$ cat src/hdl/sbrl_pkg.sv
// Shared constants and types for the serial barcode reader link.
package sbrl_pkg;

   localparam int MAX_ENTRIES     = 16;
   localparam int DIGITS_PER_CODE = 13;
   localparam int TABLE_DEPTH     = MAX_ENTRIES * DIGITS_PER_CODE;
   localparam int ADDR_W          = $clog2(TABLE_DEPTH);
   localparam int STEP_W          = $clog2(DIGITS_PER_CODE + 2);
   localparam int ENTRY_W         = 4;
   localparam int CNT_W           = 5;

   localparam logic [1:0] FUNC_HOST = 2'd0;
   localparam logic [1:0] FUNC_TICK = 2'd1;
   localparam logic [1:0] FUNC_LOAD = 2'd2;

   localparam logic [7:0] BYTE_STX  = 8'h02;
   localparam logic [7:0] BYTE_ETX  = 8'h03;
   localparam logic [7:0] BYTE_HS_A = 8'h10;
   localparam logic [7:0] BYTE_HS_B = 8'h07;
   localparam logic [7:0] BYTE_IDLE = 8'hFF;

   localparam logic [0:0] KIND_REPLY  = 1'b0;
   localparam logic [0:0] KIND_MASTER = 1'b1;

   typedef struct packed {
      logic              rd_en;
      logic [ADDR_W-1:0] rd_addr;
      logic              wr_en;
      logic [ADDR_W-1:0] wr_addr;
      logic [7:0]        wr_data;
   } mem_req_type;

   typedef struct packed {
      logic       valid;
      logic       kind;
      logic [7:0] byte_val;
      logic       master;
      logic       use_mem;
   } issue_type;

endpackage

$ cat src/hdl/sbrl_table.sv
// Barcode digit table: synchronous memory with registered read data.
module sbrl_table
   import sbrl_pkg::*;
(
   input  logic        clock,
   input  mem_req_type mem_req,
   output logic [7:0]  rd_data
);

   logic [7:0] mem [TABLE_DEPTH];
   logic [7:0] rd_data_ff;

   always_ff @(posedge clock) begin
      if (mem_req.wr_en) begin
         mem[mem_req.wr_addr] <= mem_req.wr_data;
      end
      if (mem_req.rd_en) begin
         rd_data_ff <= mem[mem_req.rd_addr];
      end
   end

   assign rd_data = rd_data_ff;

endmodule

$ cat src/hdl/sbrl_ctrl.sv
// Link control: handshake tracking, frame sequencing, table access requests.
module sbrl_ctrl
   import sbrl_pkg::*;
(
   input  logic               clock,
   input  logic               reset,
   input  logic               accept,
   input  logic [1:0]         func,
   input  logic [7:0]         data_byte,
   input  logic [ENTRY_W-1:0] entry_index,
   input  logic [3:0]         digit_position,
   input  logic               csr_valid,
   input  logic [CNT_W-1:0]   csr_data,
   output mem_req_type        mem_req,
   output issue_type          issue
);

   logic [STEP_W-1:0]  step_ff, step_in;
   logic               repeat_ff, repeat_in;
   logic               master_ff, master_in;
   logic [ENTRY_W-1:0] entry_ff, entry_in;
   logic [CNT_W-1:0]   count_ff;
   logic [CNT_W-1:0]   count_use;
   logic [CNT_W-1:0]   next_entry;

   always_comb begin
      if (count_ff == '0) begin
         count_use = CNT_W'(1);
      end else if (count_ff > CNT_W'(MAX_ENTRIES)) begin
         count_use = CNT_W'(MAX_ENTRIES);
      end else begin
         count_use = count_ff;
      end
      next_entry = CNT_W'(entry_ff) + CNT_W'(1);
   end

   always_comb begin
      step_in   = step_ff;
      repeat_in = repeat_ff;
      master_in = master_ff;
      entry_in  = entry_ff;
      issue     = '0;
      mem_req   = '0;
      mem_req.rd_addr = ADDR_W'(entry_ff) * ADDR_W'(DIGITS_PER_CODE)
                      + ADDR_W'(step_ff) - ADDR_W'(1);
      mem_req.wr_addr = ADDR_W'(entry_index) * ADDR_W'(DIGITS_PER_CODE)
                      + ADDR_W'(digit_position);
      mem_req.wr_data = data_byte;
      if (accept) begin
         unique case (func)
            FUNC_HOST: begin
               issue.valid    = 1'b1;
               issue.kind     = KIND_REPLY;
               issue.byte_val = BYTE_IDLE;
               if (!master_ff) begin
                  case (step_ff)
                     STEP_W'(0): begin
                        if (data_byte == BYTE_HS_A) step_in = STEP_W'(1);
                     end
                     STEP_W'(1): begin
                        step_in = (data_byte == BYTE_HS_B) ? STEP_W'(2) : STEP_W'(0);
                     end
                     STEP_W'(2): begin
                        if (data_byte == BYTE_HS_A) begin
                           step_in        = STEP_W'(3);
                           issue.byte_val = BYTE_HS_A;
                        end else begin
                           step_in = STEP_W'(0);
                        end
                     end
                     STEP_W'(3): begin
                        step_in = STEP_W'(0);
                        if (data_byte == BYTE_HS_B) begin
                           master_in      = 1'b1;
                           issue.byte_val = BYTE_HS_B;
                        end
                     end
                     default: begin
                        step_in = STEP_W'(0);
                     end
                  endcase
               end
            end
            FUNC_TICK: begin
               if (master_ff) begin
                  issue.valid = 1'b1;
                  issue.kind  = KIND_MASTER;
                  if (step_ff == '0) begin
                     step_in        = STEP_W'(1);
                     issue.byte_val = BYTE_STX;
                  end else if (step_ff <= STEP_W'(DIGITS_PER_CODE)) begin
                     step_in       = step_ff + STEP_W'(1);
                     issue.use_mem = 1'b1;
                     mem_req.rd_en = 1'b1;
                  end else begin
                     step_in        = STEP_W'(0);
                     issue.byte_val = BYTE_ETX;
                     if (repeat_ff) begin
                        repeat_in = 1'b0;
                        master_in = 1'b0;
                        entry_in  = (next_entry >= count_use) ? '0 : next_entry[ENTRY_W-1:0];
                     end else begin
                        repeat_in = 1'b1;
                     end
                  end
               end
            end
            FUNC_LOAD: begin
               if ((CNT_W'(entry_index) < CNT_W'(MAX_ENTRIES))
                   && (digit_position < 4'(DIGITS_PER_CODE))) begin
                  mem_req.wr_en = 1'b1;
               end
            end
            default: begin
            end
         endcase
      end
      issue.master = master_in;
   end

   always_ff @(posedge clock) begin
      if (reset) begin
         step_ff   <= '0;
         repeat_ff <= 1'b0;
         master_ff <= 1'b0;
         entry_ff  <= '0;
         count_ff  <= CNT_W'(1);
      end else begin
         step_ff   <= step_in;
         repeat_ff <= repeat_in;
         master_ff <= master_in;
         entry_ff  <= entry_in;
         if (csr_valid) count_ff <= csr_data;
      end
   end

endmodule

$ cat src/hdl/serial_barcode_reader_link.sv
// Top level of the serial barcode reader link.
//
// Input channel req_*: one transaction per host byte, byte-time tick or table
// load; it is taken when req_valid is high and req_stall is low. Result
// channel rsp_*: one transaction per host byte, and one per tick in master
// mode; ticks in slave mode, loads and unused codes give none.
// csr_*: write of barcode_count; csr_ready is always high.
// A result passes through the read stage and the output register before it
// shows on rsp_*. Throughput: one transaction per cycle while req_stall is
// low; the digit table is read at the accepting edge and its registered data
// joins the result in a second stage.
// Reset clears handshake progress, frame position, master mode and the entry
// index, and sets barcode_count to 1; the digit table holds no reset value.
// When the receiver stalls, the output register holds the result, one more
// result waits in the read stage, and req_stall rises once both are full.
module serial_barcode_reader_link
   import sbrl_pkg::*;
(
   input  logic         clock,
   input  logic         reset,
   input  logic         req_valid,
   output logic         req_stall,
   input  logic [1:0]   req_func,
   input  logic [7:0]   req_data_byte,
   input  logic [3:0]   req_entry_index,
   input  logic [3:0]   req_digit_position,
   output logic         rsp_valid,
   input  logic         rsp_stall,
   output logic         rsp_result_kind,
   output logic [7:0]   rsp_out_byte,
   output logic         rsp_master_active,
   input  logic         csr_valid,
   output logic         csr_ready,
   input  logic [4:0]   csr_data
);

   logic        accept;
   mem_req_type mem_req;
   issue_type   issue;
   logic [7:0]  rd_data;

   issue_type   s1_ff;
   logic        s1_adv;
   logic        out_valid_ff;
   logic        out_kind_ff;
   logic [7:0]  out_byte_ff;
   logic        out_master_ff;

   assign req_stall = s1_ff.valid && out_valid_ff && rsp_stall;
   assign accept    = req_valid && !req_stall;
   assign s1_adv    = s1_ff.valid && (!out_valid_ff || !rsp_stall);
   assign csr_ready = 1'b1;

   sbrl_ctrl u_ctrl (
      .clock          (clock),
      .reset          (reset),
      .accept         (accept),
      .func           (req_func),
      .data_byte      (req_data_byte),
      .entry_index    (req_entry_index),
      .digit_position (req_digit_position),
      .csr_valid      (csr_valid),
      .csr_data       (csr_data),
      .mem_req        (mem_req),
      .issue          (issue)
   );

   sbrl_table u_table (
      .clock   (clock),
      .mem_req (mem_req),
      .rd_data (rd_data)
   );

   always_ff @(posedge clock) begin
      if (reset) begin
         s1_ff        <= '0;
         out_valid_ff <= 1'b0;
      end else begin
         if (issue.valid) begin
            s1_ff <= issue;
         end else if (s1_adv) begin
            s1_ff.valid <= 1'b0;
         end
         if (s1_adv) begin
            out_valid_ff <= 1'b1;
         end else if (!rsp_stall) begin
            out_valid_ff <= 1'b0;
         end
      end
   end

   always_ff @(posedge clock) begin
      if (s1_adv) begin
         out_kind_ff   <= s1_ff.kind;
         out_byte_ff   <= s1_ff.use_mem ? rd_data : s1_ff.byte_val;
         out_master_ff <= s1_ff.master;
      end
   end

   assign rsp_valid         = out_valid_ff;
   assign rsp_result_kind   = out_kind_ff;
   assign rsp_out_byte      = out_byte_ff;
   assign rsp_master_active = out_master_ff;

endmodule
$ cat config.mk
export PLATFORM = sky130hd
export DESIGN_NAME = serial_barcode_reader_link
export DESIGN_NICKNAME = d
export VERILOG_FILES = /design/src/hdl/sbrl_pkg.sv /design/src/hdl/sbrl_table.sv /design/src/hdl/sbrl_ctrl.sv /design/src/hdl/serial_barcode_reader_link.sv
export SDC_FILE = /design/constraint.sdc
export NUM_CORES = 1
export LEC_CHECK = 0
export ABC_AREA = 0
export BUFFER_PORTS_ARGS = -buffer_cell sky130_fd_sc_hd__buf_2
export CAP_MARGIN = 20
export CELL_PAD_IN_SITES_DETAIL_PLACEMENT = 1
export CELL_PAD_IN_SITES_GLOBAL_PLACEMENT = 1
export CORE_MARGIN = 4
export CORE_UTILIZATION = 45
export CTS_CLUSTER_SIZE = 20
export DETAILED_ROUTE_END_ITERATION = 10
export GPL_TIMING_DRIVEN = 0
export PLACE_DENSITY = 0.7
export SLEW_MARGIN = 20
export SYNTH_ARGS = -nofsm -noshare
export SYNTH_HDL_FRONTEND = slang
export SYNTH_HIERARCHICAL = 1
export SYNTH_SLANG_ARGS = --single-unit
$ cat constraint.sdc
create_clock -name clock -period 5.4 [get_ports clock]
set_input_delay 0.27 -clock clock [delete_from_list [all_inputs] [get_ports clock]]
set_output_delay 0.27 -clock clock [all_outputs]
set_load 0.005 [all_outputs]
==> flow_summary_export.csv, run 1 <==
group,metric,value,unit
routing,dr_total_vias,36600,
setup_path,cp_data_required_time,5900,ps
timing,max_freq,0.187,GHz
worst_hold_path,hold_start,"req_data_byte[7]",
floorplanning,ios,41,
routing,wirelength,203000,um
global_route,overflow,0,
setup_path,crit_type,"flop to flop",
synth,synth_edf_count,1682,
setup_path,max_stage_delay,540,ps
setup_path,cp_cell_sequence,"ha_1 -> ha_1 -> inv_1 -> fa_1 -> inv_1 -> ha_1 -> buf_2 -> clkbuf_4 -> buf_4 -> clkbuf_4 -> buf_2 -> o21ai_0 -> a21oi_2 -> o2111ai_1",
run_status,run_status,"complete, no violations",
routing,post_drt_wl_per_cell,35.2,um
synth,ys_async_sr_fraction,0,%
global_route,grt_pass1_wl,287000,um
synth,yosysSeqAreaShare,75.2,%
timing,worst_pin_slew,1150,ps
setup_path,critPathLaunchType,"flop",
synth,syn_area,0.0679,mm2
global_route,antenna_found_initial,10,
setup_path,end_kind,"flop",
synth,yosys.area.top_type,"edfxtp_1",
floorplanning,fp.coreArea,0.150,mm2
worst_hold_path,worstHoldPathType,"input pin to flop",
power,peakVddDrop,0.269,mV
synth,synth.distinct_cells,71,
placed_design,dp_cells,5440,
setup_path,cpMostUsedCell,"ha_1",
finish,drive_gt1_share,24.5,%
routing,postRouteAntennaNets,0,
finish,postLayoutCoreUtil,51.7,%
timing,slew_headroom,23.4,%
routing,vias_per_cell,6.34,
floorplanning,initial_core_util,45.3,%
power,leakagePower,0.0251,uW
clock_network,cts_root_buf,"clkbuf_16",
clock_network,cts_tree,"yes",
synth,synth_nets,3443,
global_route,grt_max_degree,129,
floorplanning,die_w,397,um
placed_design,globalplace.congestion,0.905,
synth,synth_flop_cell,"edfxtp_1",
setup_path,worst_path_max_delay_cell,"fa_1",
timing,min_period,5350,ps
setup_path,worstRegToRegCells,14,
global_route,grt_usage,26.0,%
worst_hold_path,hold_depth,2,
setup_path,reg2reg_from,"u_ctrl/step_ff[2]$_SDFFE_PP0P_",
worst_hold_path,hold-path-endpoint,"u_table/mem[148][7]$_DFFE_PP_",
finish,nets,3709,
timing,slew_viol_final,0,
timing,hold_viol,0,
finish,n_fill_cell,13400,
synth,synth_top_area_share,74.4,%
floorplanning,num_rows,142,
clock_network,clk_transition_reported_paths,60,ps
clock_network,cts_buffers,170,
routing,drc_errors,0,
routing,drt_first_pass_iters,6,
synth,yosys-top-cells-area,"edfxtp_1, mux4_2, mux2i_1",
setup_path,worst-path-max-fanout,10,
synth,synthCells,3356,
global_route,grt_pass1_vias,37200,
timing,setup_viol,0,
setup_path,arrival,5850,ps
finish,fin_cells,5770,
run,drv_cap,0,
synth,yosysWarnings,6,
placed_design,detailed_place_hpwl,135000,um
routing,drt-initial-drc-count,5517,
timing,skew,22.0,ps
placed_design,portBuffers,38,
synth,ys_ff_latch,1710,
clock_network,htreeDepth,4,
timing,period_share,99.2,%
power,powerDensity,367,mW/mm2
synth,avgSynthCellArea,20.2,um2
clock_network,clock-sinks,1710,
setup_path,timing.reg2reg.setup_slack,50,ps
floorplanning,dieArea,0.157,mm2
clock_network,cts_buffer_depth,3,
setup_path,r2r-end,"u_table/rd_data[2]$_DFFE_PP_",
floorplanning,die_h,397,um
timing,rsz0062_at_grt,"no",
finish,syn2layout_area_growth,14.1,%
clock_network,clk_latency,820,ps
## registers in the layout (all words and copies together) (netlist names), 4 cells and up
| register | count |
|---|---|
| u_ctrl/step_ff | 4 |
| u_table/mem | 1664 |
| s1_ff | 12 |
| u_ctrl/entry_ff | 4 |
| rsp_out_byte | 8 |
| u_ctrl/count_ff | 5 |
| u_table/rd_data | 8 |
## metrics by stage
step	setup TNS [ps]	hold WS [ps]	total power, uW	setup WS (ps)	instance area, um2
2_1_floorplan	0	338	16000	1090	67900
3_3_place_gp	-149970	412	16900	-2010	70600
3_5_place_dp	-14410	423	17000	-1980	71400
4_1_cts	-23.0	3.09	28500	-23.0	77400
5_1_grt	0	36.8	29200	19.4	77500
6_report	0	22.4	28400	45.6	77500
## kinds of logic (layout without fill, tap and decap cells)
logic type	after synthesis	count (layout)	synth area share [%]
muxes	530	530	15.2
DFF	1710	1710	75.2
AOI/OAI and AO/OA	295	295	3.08
buffers and inverters	235	630	1.83
other	1	4	0.00552
xor gates and xnor gates	13	13	0.168
adders and majority gates	59	59	1.18
and+or+nand+nor	513	513	3.41
## cell type report
class / instances / area (um2) / area share [%]
multi-input cells: 1411 / 16000 / 20.7
plain buffers: 192 / 1270 / 1.64
diodes: 3 / 7.51 / 0.00969
repair buffers: 97 / 1100 / 1.41
inverters: 40 / 150 / 0.194
clock inverters: 99 / 893 / 1.15
flip-flops and latches: 1710 / 51100 / 65.9
well taps: 2016 / 2520 / 3.26
clock buffers: 202 / 4460 / 5.76
## where the power goes
part           switching, uW  internal [uW]
registers               13.6          14600
logic                   1580            661
clock network           4980           6550
## critical path: cells and delay by family (launching register included)
| family | cells | cell delay, ps |
|---|---|---|
| AOI/OAI and AO/OA | 3 | 880 |
| adders and majority gates | 4 | 1590 |
| DFF | 1 | 480 |
| buffers and inverters | 7 | 2050 |
## cell usage after synthesis, drive strengths merged (14+ instances only)
cell / instances
nor2b: 24
a22o: 15
a211oi: 14
edfxtp: 1682
nor3: 22
a21oi: 48
inv: 40
clkbuf: 77
o221ai: 17
nand4: 19
mux2i: 122
o21ai: 38
a221oi: 16
buf: 118
nand3: 42
a22oi: 45
o22ai: 30
dfxtp: 28
ha: 51
nor2: 252
mux4: 398
nand2: 98
## placed cells by master, fill, tap and decap left out, types with 12 or more instances in the layout
cell / synthesis / final
edfxtp_1: 1682 / 1682
mux4_2: 398 / 398
nor2_1: 252 / 249
clkbuf_16: 0 / 174
mux2i_1: 122 / 121
nand2_1: 98 / 96
buf_2: 36 / 72
clkbuf_1: 76 / 67
ha_1: 51 / 51
buf_4: 41 / 48
clkinv_1: 0 / 44
a22oi_1: 45 / 44
a21oi_1: 48 / 43
inv_1: 40 / 40
nand3_1: 42 / 33
buf_6: 21 / 30
o21ai_0: 38 / 30
clkbuf_2: 1 / 26
dfxtp_1: 28 / 25
nor2b_1: 24 / 24
o22ai_1: 30 / 24
dlygate4sd3_1: 0 / 22
clkinv_2: 0 / 21
nor3_1: 22 / 19
nand4_1: 19 / 19
o221ai_1: 17 / 17
buf_8: 0 / 16
buf_16: 0 / 16
a22o_1: 15 / 15
bufinv_16: 0 / 14
a211oi_1: 14 / 14
a221oi_1: 16 / 12
## what timing repair did
action / 4_1_cts / 5_1_grt
endpoints found under the setup margin: 8 / 8
hold endpoints to repair: 52 / 0
gates cloned: 0 / 0
pin swaps: 4 / 5
buffers inserted: 5 / 2
hold buffers: 22 / 0
resized for setup: 96 / 48
## per-layer routing
layer | share of wire [%] | up-vias | track usage (%) | wire length (um)
met5 | 0.018 | - | 0 | 36
met4 | 4.6 | 6 | 10.7 | 9420
met3 | 10 | 403 | 5.27 | 20700
met2 | 47 | 2078 | 40.6 | 95400
met1 | 38 | 19700 | 36.1 | 77800
li1 | - | 14400 | - | -
## worst max-delay path by stage
stage | from | end | cells past startpoint
floorplan | u_ctrl/entry_ff[0]$_SDFFE_PP0P_ | u_table/rd_data[0]$_DFFE_PP_ | 17
global placement | u_ctrl/entry_ff[0]$_SDFFE_PP0P_ | u_table/rd_data[0]$_DFFE_PP_ | 14
detailed placement | u_ctrl/entry_ff[0]$_SDFFE_PP0P_ | u_table/rd_data[0]$_DFFE_PP_ | 14
CTS | u_ctrl/entry_ff[0]$_SDFFE_PP0P_ | u_table/rd_data[0]$_DFFE_PP_ | 16
global route | u_ctrl/entry_ff[0]$_SDFFE_PP0P_ | u_table/rd_data[4]$_DFFE_PP_ | 16
finish | u_ctrl/step_ff[2]$_SDFFE_PP0P_ | u_table/rd_data[2]$_DFFE_PP_ | 14
No activity file was read; power rests on OpenSTA's default activity.
==> run 2: changes to the inputs <==
ABC_AREA = 1   (was 0)
PLACE_DENSITY = default   (was 0.7)
PLACE_DENSITY_LB_ADDON = 0.1   (was default)
TNS_END_PERCENT = 1   (was default)
==> flow_summary_export.csv, run 2 <==
group,metric,value,unit
floorplanning,ios,41,
power,powerDensity,376,mW/mm2
global_route,grt_usage,31.8,%
clock_network,cts_buffers,184,
timing,skew,22.0,ps
finish,multi_input_area,0.0177,mm2
routing,wirelength,265000,um
synth,synth.distinct_cells,39,
clock_network,cts_tree,"yes",
synth,avgSynthCellArea,11.6,um2
routing,drt_first_pass_iters,6,
clock_network,cts_root_buf,"clkbuf_16",
worst_hold_path,worstHoldPathType,"input pin to flop",
finish,max_flop_register,"u_table/mem",
floorplanning,dieArea,0.165,mm2
synth,yosysMostFrequentCell,"nand2_1",
synth,ys_ff_latch,1710,
placed_design,portBuffers,39,
clock_network,htreeDepth,4,
power,p_switching,8150,uW
floorplanning,die_w,406,um
synth,yosysSeqAreaShare,71.6,%
synth,yosys-top-cells-area,"edfxtp_1, nand3_1, nand2_1",
routing,vias_per_cell,5.96,
power,power.clock.fraction,39.8,%
finish,seqCellArea,0.0511,mm2
timing,setup_ws,-2.09,ps
timing,rsz0062_at_grt,"yes",
timing,hold_viol,0,
timing,slew_viol_final,0,
power,finalPower,30400,uW
setup_path,max_stage_delay,710,ps
routing,drt-initial-drc-count,6742,
setup_path,worst-path-max-fanout,10,
setup_path,critPathLaunchType,"flop",
finish,largest_register_ffs,1664,
global_route,overflow,0,
synth,yosysWarnings,6,
setup_path,cp_cell_sequence,"ha_1 -> ha_1 -> inv_1 -> fa_1 -> inv_1 -> ha_1 -> buf_4 -> clkbuf_1 -> buf_2 -> nand3_1 -> nand2_1 -> nand2_1 -> nand3_1 -> nand3_1 -> nand3_1 -> nand3_1 -> nand2_1",
placed_design,placed_area,0.0748,mm2
clock_network,clock-sinks,1710,
setup_path,end_kind,"flop",
finish,n_fill_cell,16300,
synth,synth_common_cells,"nand2_1, edfxtp_1, nand3_1",
finish,mostFrequentLayoutCell,"nand2_1",
synth,synth_edf_count,1682,
finish,reg.largest.list,"u_table/mem x1664, s1_ff x12",
finish,fin_area,0.0809,mm2
global_route,antenna_found_initial,18,
synth,yosys.area.top_type,"edfxtp_1",
finish,final_cell_mix,"nand2_1, edfxtp_1, nand3_1, nor2_1",
synth,synth_nets,6214,
routing,drc_errors,0,
setup_path,cp_data_required_time,6040,ps
timing,worst_pin_slew,1300,ps
timing,max_freq,0.185,GHz
synth,ys_async_sr_fraction,0,%
setup_path,worst_path_max_delay_cell,"clkbuf_1",
placed_design,dpl_worst_slack,-610,ps
timing,tns,-2.09,ps
placed_design,detailed_place_hpwl,183000,um
run_status,violations,"setup timing",
synth,synth_flop_cell,"edfxtp_1",
power,p_comb_share,12.1,%
power,peakVddDrop,0.343,mV
finish,drive_gt1_share,10.0,%
global_route,grt_pass1_vias,50900,
routing,postRouteAntennaNets,0,
power,leakagePower,0.0288,uW
timing,slew_headroom,12.9,%
synth,synthCells,6127,
finish,syn2layout_area_growth,13.4,%
setup_path,worst_path_dominant_cell_family,"buffers and inverters",
power,p_int,22300,uW
run_status,run_status,"complete, but fails checks",
clock_network,clk_transition_reported_paths,60,ps
routing,dr_total_vias,51400,
timing,setup_viol,1,
clock_network,clk_latency,800,ps
setup_path,arrival,6040,ps
floorplanning,num_rows,145,
floorplanning,die_h,406,um
global_route,grt_pass1_wl,372000,um
clock_network,cts_buffer_depth,3,
power,seq_power_share,48.1,%
placed_design,globalplace.congestion,0.933,
run,drv_cap,0,
setup_path,cpMostUsedCell,"nand3_1",
global_route,grt_max_degree,102,
timing,period_share,100,%
finish,nets,6491,
power,swShare,26.8,%
floorplanning,initial_core_util,45.5,%
routing,post_drt_wl_per_cell,30.7,um
setup_path,crit_type,"flop to flop",
synth,synth_top_area_share,70.8,%
setup_path,cp.buffers_inverters,5,
floorplanning,fp.coreArea,0.157,mm2
synth,syn_area,0.0713,mm2
timing,min_period,5400,ps
run 2: changes by cell type after synthesis, moves of 24 or more:
cell,previous run,this run
a21oi_1,48,17
o22ai_1,30,0
buf_2,36,145
mux2i_1,122,0
o21ai_0,38,89
buf_4,41,80
nor2_1,252,354
buf_1,20,47
nand2_1,98,1839
nand3_1,42,1477
a22oi_1,45,0
nor2b_1,24,0
mux4_2,398,0
inv_1,40,99
run 2: final timing paths:
kind / endpoint / depth (start not counted) / start / slack, ps
worst max-delay path: u_table/rd_data[4]$_DFFE_PP_ / 17 / u_ctrl/entry_ff[2]$_SDFFE_PP0P_ / -2
worst min-delay path: u_table/mem[202][5]$_DFFE_PP_ / 2 / req_data_byte[5] / 20
worst max register to register: u_table/rd_data[4]$_DFFE_PP_ / 17 / u_ctrl/entry_ff[2]$_SDFFE_PP0P_ / -2
worst min register to register: rsp_master_active$_DFFE_PP_ / 0 / s1_ff[1]$_SDFFE_PP0P_ / 430
run 2: layer usage:
metal,global-route usage [%],vias to the layer above,share of wire [%]
li1,-,22100,-
met5,0,-,0.011
met2,49.0,2428,45
met3,5.93,491,8.8
met1,44.5,26300,41
met4,13.8,6,4.8
run 2: layout make-up:
type	count	share of cell area [%]
inverter	111	0.520
multi-input combinational	3908	21.9
tap	2058	3.18
timing repair buffer	92	1.30
sequential	1710	63.1
clock inverter	112	1.10
buffer	397	2.92
clock buffer	230	5.97
antenna	6	0.0186
run 2: metrics by stage:
step | instances | hold slack [ps] | utilization [%]
2_1_floorplan | 6127 | 339 | -
3_3_place_gp | 8224 | 422 | 47.2
3_5_place_dp | 8249 | 418 | 47.7
4_1_cts | 8615 | 16.9 | 51.5
5_1_grt | 8618 | 39.0 | 51.5
6_report | 8624 | 23.4 | 51.6
run 2: logic make-up after synthesis:
logic type | share of synthesized area, %
XOR/XNOR | 0.209
AO/OA/AOI/OAI | 1.24
buffers and inverters | 3.76
AND/OR/NAND/NOR | 22.1
adder cells (fa/ha/maj) | 1.12
flip-flops | 71.6
other | 0.00526
run 2: power by group through the flow:
stage | combinational, uW | sequential, uW | clock (uW)
CTS | 3570 | 14600 | 12300
global route | 3840 | 14600 | 12800
detailed placement | 3540 | 14900 | 0
global placement | 3400 | 14900 | 0
floorplan | 1820 | 14900 | 0
finish | 3680 | 14600 | 12100
run 2: repair_timing:
item | CTS | global route
endpoints found under the hold margin | 111 | 0
hold buffers | 25 | 0
gates resized for setup | 15 | 17
buffers inserted | 0 | 2
pin swaps | 0 | 0
endpoints found under the setup margin | 8 | 8
